### config.mk
export PLATFORM = sky130hd
export DESIGN_NAME = huffman_tree_build_and_bit_decode_core
export DESIGN_NICKNAME = d
export VERILOG_FILES = /design/src/rtl/hbd_pkg.sv /design/src/rtl/hbd_tree_builder.sv /design/src/rtl/hbd_bit_decoder.sv /design/src/rtl/huffman_tree_build_and_bit_decode_core.sv
export SDC_FILE = /design/constraint.sdc
export NUM_CORES = 1
export LEC_CHECK = 0
export BUFFER_PORTS_ARGS = -buffer_cell sky130_fd_sc_hd__buf_4
export CORE_UTILIZATION = 30
export DETAILED_ROUTE_END_ITERATION = 10
export SLEW_MARGIN = 20
export SYNTH_ARGS = -nofsm -noshare
export SYNTH_HDL_FRONTEND = slang
export SYNTH_SLANG_ARGS = --single-unit
### constraint.sdc
create_clock -name clk -period 18.2 [get_ports clk]
set_input_delay 1.82 -clock clk [delete_from_list [all_inputs] [get_ports clk]]
set_output_delay 1.82 -clock clk [all_outputs]
set_load 0.01 [all_outputs]
### src/rtl/hbd_pkg.sv
// Shared constants, types and state codes for the Huffman tree decoder.
`timescale 1ns / 1ps

package hbd_pkg;

  // Alphabet size and derived tree geometry
  localparam int SYMBOL_COUNT = 8;
  localparam int NODE_TOTAL   = 2 * SYMBOL_COUNT - 1;
  localparam int ROOT_NODE    = 2 * SYMBOL_COUNT - 2;
  localparam int INT_COUNT    = SYMBOL_COUNT - 1;
  localparam int SYM_IDX_W    = $clog2(SYMBOL_COUNT);
  localparam int NODE_W       = $clog2(NODE_TOTAL);
  localparam int INT_W        = (INT_COUNT > 1) ? $clog2(INT_COUNT) : 1;

  // Field widths
  localparam int WEIGHT_W    = 16;
  localparam int SUM_W       = WEIGHT_W + SYM_IDX_W;
  localparam int SYM_W       = 3;
  localparam int CFG_INDEX_W = SYM_IDX_W + 1;

  // Weights after reset, symbol 0 in the lowest slot; unlisted symbols get 1
  localparam logic [15:0][WEIGHT_W-1:0] RESET_WEIGHTS = {
    16'd1, 16'd1, 16'd1, 16'd1, 16'd1, 16'd1, 16'd1, 16'd1,
    16'd10, 16'd21, 16'd3, 16'd32, 16'd6, 16'd2, 16'd19, 16'd7
  };

  typedef logic [NODE_W-1:0] node_t;
  typedef logic [SUM_W-1:0]  sum_t;

  // Built tree as seen by the decoder: child 0 and child 1 of each internal node
  typedef struct packed {
    logic                                  valid;
    logic [INT_COUNT-1:0][1:0][NODE_W-1:0] child;
  } tree_t;

  // Tree builder sequencer
  typedef enum logic [1:0] {
    BLD_LOAD,
    BLD_SCAN,
    BLD_MERGE,
    BLD_DONE
  } bld_state_t;

endpackage

### src/rtl/hbd_tree_builder.sv
// Weight registers and the sequential Huffman tree builder.
`timescale 1ns / 1ps

module hbd_tree_builder (
  input  logic                            clk,
  input  logic                            rst,
  input  logic                            cfg_valid,
  output logic                            cfg_ready,
  input  logic [hbd_pkg::CFG_INDEX_W-1:0] cfg_index,
  input  logic [hbd_pkg::WEIGHT_W-1:0]    cfg_data,
  output hbd_pkg::tree_t                  tree
);

  logic [hbd_pkg::WEIGHT_W-1:0] weight [hbd_pkg::SYMBOL_COUNT];
  hbd_pkg::sum_t                node_weight [hbd_pkg::NODE_TOTAL];
  logic [hbd_pkg::NODE_TOTAL-1:0] active;
  logic [hbd_pkg::INT_COUNT-1:0][1:0][hbd_pkg::NODE_W-1:0] child;

  hbd_pkg::bld_state_t state, state_next;
  hbd_pkg::node_t      next_node;
  hbd_pkg::node_t      scan;
  hbd_pkg::node_t      lo, hi;
  logic                lo_ok, hi_ok;
  hbd_pkg::sum_t       wlo, whi;
  logic                tree_valid;

  logic                             cfg_hit;
  logic [hbd_pkg::SYM_IDX_W-1:0]    cfg_sym;
  logic                             weight_change;
  logic                             scan_last;
  logic                             last_merge;
  hbd_pkg::sum_t                    wm;
  hbd_pkg::node_t                   row_full;
  logic [hbd_pkg::INT_W-1:0]        row;

  assign cfg_ready = 1'b1;

  // Register write decode; only a real change of weight forces a rebuild
  assign cfg_sym       = cfg_index[hbd_pkg::SYM_IDX_W-1:0];
  assign cfg_hit       = cfg_valid &&
                         (cfg_index < hbd_pkg::CFG_INDEX_W'(hbd_pkg::SYMBOL_COUNT));
  assign weight_change = cfg_hit && (weight[cfg_sym] != cfg_data);

  assign wm         = node_weight[scan];
  assign scan_last  = (scan == hbd_pkg::node_t'(next_node - 1'b1));
  assign last_merge = (next_node == hbd_pkg::node_t'(hbd_pkg::ROOT_NODE));
  assign row_full   = hbd_pkg::node_t'(next_node - hbd_pkg::node_t'(hbd_pkg::SYMBOL_COUNT));
  assign row        = row_full[hbd_pkg::INT_W-1:0];

  // Weight registers
  always_ff @(posedge clk) begin
    if (rst) begin
      for (int k = 0; k < hbd_pkg::SYMBOL_COUNT; k++) begin
        weight[k] <= hbd_pkg::RESET_WEIGHTS[k % 16];
      end
    end else if (weight_change) begin
      weight[cfg_sym] <= cfg_data;
    end
  end

  // Sequencer state
  always_ff @(posedge clk) begin
    if (rst) begin
      state <= hbd_pkg::BLD_LOAD;
    end else begin
      state <= state_next;
    end
  end

  always_comb begin
    state_next = state;
    unique case (state)
      hbd_pkg::BLD_LOAD:  state_next = hbd_pkg::BLD_SCAN;
      hbd_pkg::BLD_SCAN:  if (scan_last) state_next = hbd_pkg::BLD_MERGE;
      hbd_pkg::BLD_MERGE: state_next = last_merge ? hbd_pkg::BLD_DONE : hbd_pkg::BLD_SCAN;
      hbd_pkg::BLD_DONE:  state_next = hbd_pkg::BLD_DONE;
      default:            state_next = hbd_pkg::BLD_LOAD;
    endcase
    if (weight_change) state_next = hbd_pkg::BLD_LOAD;
  end

  // Tree ready flag
  always_ff @(posedge clk) begin
    if (rst) begin
      tree_valid <= 1'b0;
    end else if (weight_change) begin
      tree_valid <= 1'b0;
    end else if (state == hbd_pkg::BLD_MERGE && last_merge) begin
      tree_valid <= 1'b1;
    end
  end

  // Build datapath: load leaves, scan one node a cycle for the two lowest, merge
  always_ff @(posedge clk) begin
    case (state)
      hbd_pkg::BLD_LOAD: begin
        for (int n = 0; n < hbd_pkg::NODE_TOTAL; n++) begin
          active[n] <= (n < hbd_pkg::SYMBOL_COUNT);
        end
        for (int n = 0; n < hbd_pkg::SYMBOL_COUNT; n++) begin
          node_weight[n] <= hbd_pkg::sum_t'(weight[n]);
        end
        next_node <= hbd_pkg::node_t'(hbd_pkg::SYMBOL_COUNT);
        scan      <= '0;
        lo_ok     <= 1'b0;
        hi_ok     <= 1'b0;
      end
      hbd_pkg::BLD_SCAN: begin
        // Scan runs upward, so an equal weight never displaces the lower index
        if (active[scan]) begin
          if (!lo_ok || wm < wlo) begin
            hi    <= lo;
            whi   <= wlo;
            hi_ok <= lo_ok;
            lo    <= scan;
            wlo   <= wm;
            lo_ok <= 1'b1;
          end else if (!hi_ok || wm < whi) begin
            hi    <= scan;
            whi   <= wm;
            hi_ok <= 1'b1;
          end
        end
        scan <= hbd_pkg::node_t'(scan + 1'b1);
      end
      hbd_pkg::BLD_MERGE: begin
        child[row][0]          <= lo;
        child[row][1]          <= hi;
        node_weight[next_node] <= hbd_pkg::sum_t'(wlo + whi);
        active[lo]             <= 1'b0;
        active[hi]             <= 1'b0;
        active[next_node]      <= 1'b1;
        next_node              <= hbd_pkg::node_t'(next_node + 1'b1);
        scan                   <= '0;
        lo_ok                  <= 1'b0;
        hi_ok                  <= 1'b0;
      end
      default: begin
      end
    endcase
  end

  assign tree.valid = tree_valid;
  assign tree.child = child;

endmodule

### src/rtl/hbd_bit_decoder.sv
// Bit-by-bit tree walk with input register and result register.
`timescale 1ns / 1ps

module hbd_bit_decoder (
  input  logic                      clk,
  input  logic                      rst,
  input  hbd_pkg::tree_t            tree,
  input  logic                      in_valid,
  output logic                      in_ready,
  input  logic                      code_bit,
  output logic                      out_valid,
  input  logic                      out_ready,
  output logic [hbd_pkg::SYM_W-1:0] symbol_index
);

  logic           in_full;
  logic           in_bit;
  hbd_pkg::node_t cur;

  logic                      advance;
  logic                      in_take;
  hbd_pkg::node_t            row_full;
  logic [hbd_pkg::INT_W-1:0] row;
  hbd_pkg::node_t            child;
  logic                      is_leaf;

  // Handshake: the input word moves on when the result slot is free or emptying
  assign advance  = in_full && (!out_valid || out_ready);
  assign in_ready = tree.valid && (!in_full || advance);
  assign in_take  = in_valid && in_ready;

  // Child lookup from the current internal node
  assign row_full = hbd_pkg::node_t'(cur - hbd_pkg::node_t'(hbd_pkg::SYMBOL_COUNT));
  assign row      = row_full[hbd_pkg::INT_W-1:0];
  assign child    = tree.child[row][in_bit];
  assign is_leaf  = (child < hbd_pkg::node_t'(hbd_pkg::SYMBOL_COUNT));

  // Control: input slot, walk position, result slot
  always_ff @(posedge clk) begin
    if (rst) begin
      in_full   <= 1'b0;
      out_valid <= 1'b0;
      cur       <= hbd_pkg::node_t'(hbd_pkg::ROOT_NODE);
    end else begin
      if (in_take) begin
        in_full <= 1'b1;
      end else if (advance) begin
        in_full <= 1'b0;
      end

      // Stale tree parks the walk at the root
      if (!tree.valid) begin
        cur <= hbd_pkg::node_t'(hbd_pkg::ROOT_NODE);
      end else if (advance) begin
        cur <= is_leaf ? hbd_pkg::node_t'(hbd_pkg::ROOT_NODE) : child;
      end

      if (advance && is_leaf) begin
        out_valid <= 1'b1;
      end else if (out_ready) begin
        out_valid <= 1'b0;
      end
    end
  end

  // Payload
  always_ff @(posedge clk) begin
    if (in_take) begin
      in_bit <= code_bit;
    end
    if (advance && is_leaf) begin
      symbol_index <= hbd_pkg::SYM_W'(child);
    end
  end

endmodule

### src/rtl/huffman_tree_build_and_bit_decode_core.sv
// Top level of the eight-symbol Huffman tree builder and bit decoder.
`timescale 1ns / 1ps

// Usage
//   cfg channel: cfg_valid/cfg_ready with cfg_index and cfg_data write symbol
//   weight cfg_index (0..7); higher indices are dropped. cfg_ready is always
//   high. Write only while the decoder is idle. A write that changes a weight
//   starts a rebuild and puts the walk back at the root; rewriting the same
//   value leaves tree and walk untouched.
//   in channel: one code_bit per word. in_ready stays low while the tree is
//   being built after reset or a weight change. The build scans one node per
//   cycle for each of the seven merges, each scan followed by a merge step.
//   out channel: symbol_index word once a leaf is reached.
//   Throughput: one bit per cycle while the result is not stalled, set by
//   the single child lookup from the current node register. An accepted bit
//   waits in the input register; a leaf then loads the result register.
//   Stall: a held result keeps one further bit in the input register; after
//   that in_ready drops until out_ready returns.
//   Reset: synchronous, clears both channels, reloads the default weights and
//   rebuilds the tree.
module huffman_tree_build_and_bit_decode_core (
  input  logic                            clk,
  input  logic                            rst,
  input  logic                            cfg_valid,
  output logic                            cfg_ready,
  input  logic [hbd_pkg::CFG_INDEX_W-1:0] cfg_index,
  input  logic [hbd_pkg::WEIGHT_W-1:0]    cfg_data,
  input  logic                            in_valid,
  output logic                            in_ready,
  input  logic                            code_bit,
  output logic                            out_valid,
  input  logic                            out_ready,
  output logic [hbd_pkg::SYM_W-1:0]       symbol_index
);

  hbd_pkg::tree_t tree;

  // Tree builder with weight registers
  hbd_tree_builder u_builder (
    .clk       (clk),
    .rst       (rst),
    .cfg_valid (cfg_valid),
    .cfg_ready (cfg_ready),
    .cfg_index (cfg_index),
    .cfg_data  (cfg_data),
    .tree      (tree)
  );

  // Bit walker
  hbd_bit_decoder u_decoder (
    .clk          (clk),
    .rst          (rst),
    .tree         (tree),
    .in_valid     (in_valid),
    .in_ready     (in_ready),
    .code_bit     (code_bit),
    .out_valid    (out_valid),
    .out_ready    (out_ready),
    .symbol_index (symbol_index)
  );

endmodule

==> results.md <==
* RSZ-0062 raised after global routing: no
* DR DRC count at 0
* Status: complete, no violations
* Synthesized Nets at 2012
* Post-CTS Hold Buffers at 0
* CTS tree: built
* Placed cell area at 28900 um2
* Main combinational cell family by area after synthesis: multiplexers
* Synth Cell Area at 27400 um2
* 1st-pass router iterations at 8
* Final Max Slew Viols at 0
* Fin area at 31000 um2
* Top FF cell, synth: edfxtp_1
* Die H at 304 um
* FMAX at 169 MHz
* # clock sinks at 575
* Largest net degree at the start of global routing at 71
* Root buf cell: clkbuf_16
* GR Util All Layers at 0.159
* Avg Cell Area, Syn at 14.2 um2
* Hold Crit Start: u_decoder.in_full$_SDFFE_PP0P_
* Largest area contributor in the netlist: edfxtp_1
* Cell count after synthesis at 1926
* Hold Fails Final Rpt at 0
* Syn. warnings at 0
* Post-layout util at 0.344
* Area of the multi-input gates at 9510 um2
* Pwr/cell area at 109 nW/um2
* Share of post-route cells with drive strength above 1 at 0.199
* Initial antenna violation count at 0
* Met1 Usage GRT at 0.220
* XOR/XNOR share of the synthesized area at 0.0128
* Top post-synthesis cells by area: edfxtp_1 (62%), mux4_2 (9.5%), mux2_2 (3.0%)
* Final WS setup at 12270 ps
* Clock slew at reported path FFs at 60 ps
* #FFs+latches synth at 575
* GRT met2 Usage at 0.261
* Setup TNS Final at 0 ps
* GRT met3 Usage at 0.0215
* Setup WS pre-CTS at 12120 ps
* Max_cap viols at 0
* Most used routing layer: met2
* Routed Antenna Nets at 0
* CP arrival at 6210 ps
* Simple-gate share of the synthesized area at 0.0939
* Tcrit/Tclk final at 0.326
* Post-CTS setup buffer count at 0
* # diodes at 0
* Clock Path Buffers at 3
* Yosys cell types at 72
* WL final at 74500 um
* Remaining global-route overflow at 0
* Critical path endpoint category: flip-flop
* I/O Buffers at 30
* Lkg Pwr at 0.0105 uW
* Sequential area share after synthesis at 0.627
* Core area at 90100 um2
* Post-CTS Resized at 0
* # H-tree levels at 2
* Routed len/inst at 23.6 um
* Adder-Cell Fraction of Synth Area at 0.0277
* Type of the most critical hold path: reg -> reg
* Peak supply drop at 0.0000754 V
* Vias at 17200
* Vias in the first global route at 17100
* Hpwl dp at 50400 um
* Die width at 304 um
* Final hold slack at 566 ps
* Routability cong. at 0.863
* CTS Buf Count at 57
* FF+latch area at 17200 um2
* Top Ports at 32
* Worst skew pair latency at 630 ps
* Die area at 92400 um2
* Ys async rst share at 0
* Worst EP required at 18480 ps
* EDFF count, synth at 563
* CP Max Fanout at 39
* Mux contribution to synthesized area at 0.142
* Crit path kind: reg -> reg
* Setup-failing EPs final at 0
* Post-Route Skew at 25.5 ps
* Initial Util at 0.304
* Rel. slew slack at 0.263
* Initial DRC count at 1797
* Top cell type's share of synthesized area at 0.618
* Complex-gate fraction of the synthesized area at 0.0684
* Layout fillers at 8528
* Min cycle time layout at 5930 ps
* First-pass GRT wire length at 112000 um
* Site row count at 110
* Final #Nets at 2020
* Vias per cell at 5.44
* Worst Max-Slew Pin Slew at 1100 ps
* Crit start category: flip-flop
* Area grow syn2layout at 13.3%
[per-layer routing]
metal,wire length [um],part of all wire
met2,35600,0.48
met1,32200,0.43
met3,5090,0.068
met4,1570,0.021
met5,0,0
[power by group]
group          internal [uW]  switching (uW)  total, uW
Combinational            157             302        458
Sequential              1570            53.4       1620
Clock                    766             520       1290
[logic make-up (layout without fill, tap and decap cells)]
family,Yosys count,count (layout)
muxes,233,233
DFF,575,575
and+or+nand+nor,537,537
xor gates and xnor gates,40,40
adders and majority gates,60,60
buffers and inverters,193,250
AOI/OAI and AO/OA,287,287
other,1,1
[cell usage in the layout, fill, tap and decap left out, types with 7 or more instances in the layout]
| master | synthesis | final |
|---|---|---|
| nand2_1 | 190 | 190 |
| or3_1 | 8 | 8 |
| nor3_1 | 140 | 137 |
| bufinv_16 | 0 | 12 |
| mux4_2 | 116 | 116 |
| buf_4 | 12 | 74 |
| xnor2_1 | 22 | 22 |
| a22o_1 | 7 | 7 |
| edfxtp_1 | 563 | 563 |
| o31ai_2 | 0 | 9 |
| clkinv_1 | 3 | 12 |
| xor2_1 | 18 | 17 |
| a21oi_1 | 38 | 36 |
| clkbuf_16 | 0 | 59 |
| mux2_2 | 72 | 72 |
| inv_1 | 64 | 64 |
| o311ai_0 | 11 | 11 |
| o21ai_0 | 113 | 113 |
| nor2b_1 | 18 | 18 |
| a221oi_1 | 9 | 9 |
| a22oi_1 | 7 | 7 |
| mux2i_1 | 44 | 44 |
| ha_1 | 59 | 59 |
| or4_1 | 15 | 15 |
| a21o_1 | 12 | 12 |
| a31oi_1 | 16 | 16 |
| and2_1 | 22 | 17 |
| nand3_1 | 13 | 13 |
| and3_1 | 16 | 16 |
| nand2b_1 | 15 | 15 |
| a221o_1 | 12 | 12 |
| nand4_1 | 7 | 7 |
| nor2_1 | 75 | 73 |
| dfxtp_1 | 12 | 10 |
| clkinv_2 | 0 | 11 |
[cells in the mapped netlist, drive strengths merged (6+ instances only)]
master and instances:
a221o 12, or4 16, o211ai 6, nor2 75
o2111ai 6, clkbuf 89, nand3 13, mux2i 44
nor2b 18, xnor2 22, a21oi 38, mux4 116
nand4 7, a22o 7, and3 16, xor2 18
ha 59, or3 8, o31ai 10, nand2b 15
a21o 12, nand2 190, and2 22, buf 36
o311ai 11, mux2 73, edfxtp 563, a31oi 17
o21ai 114, inv 65, dfxtp 12, nor3 140
a22oi 8, a221oi 9
[state kept, by name (all words and copies together) (netlist names), 15 cells and up, named ones only]
| name | count |
|---|---|
| u_builder.whi | 19 |
| u_builder.wlo | 19 |
| u_builder.weight | 128 |
| u_builder.node_weight | 304 |
| u_builder.active | 15 |
| u_builder.tree | 56 |
[area by class of cell]
type,count,area share
flip-flops and latches,575,0.553
inverters,68,0.00823
multi-input cells,1158,0.307
clock inverters,44,0.0176
repair buffers,74,0.0179
clock buffers,64,0.0486
well taps,1176,0.0475
[path summary, 6_finish.rpt]
| path | end | slack [ps] | cells past startpoint |
|---|---|---|---|
| worst max register to register | u_builder.whi[5]$_DFFE_PP_ | 12270 | 12 |
| worst min-delay path | u_decoder.in_full$_SDFFE_PP0P_ | 570 | 2 |
| worst min register to register | u_decoder.in_full$_SDFFE_PP0P_ | 570 | 2 |
| worst max-delay path | u_builder.whi[5]$_DFFE_PP_ | 12270 | 12 |
[worst max-delay path, stage by stage, from the launching register on]
cell and delay [ps]:
dfxtp_4 920, buf_4 760, mux4_2 600, mux4_2 530
ha_1 350, a21oi_1 200, o21ai_0 150, a221o_1 410
a22o_1 260, a31oi_2 430, a21oi_1 130, nor3_2 370
buf_4 390
[per-stage QoR]
step / std cells / power (uW)
finish: 3159 / 3370
detailed placement: 3051 / 2100
global placement: 3051 / 2090
floorplan: 1926 / 1920
CTS: 3159 / 3380
global route: 3159 / 3470
No activity file was read; power rests on OpenSTA's default activity.
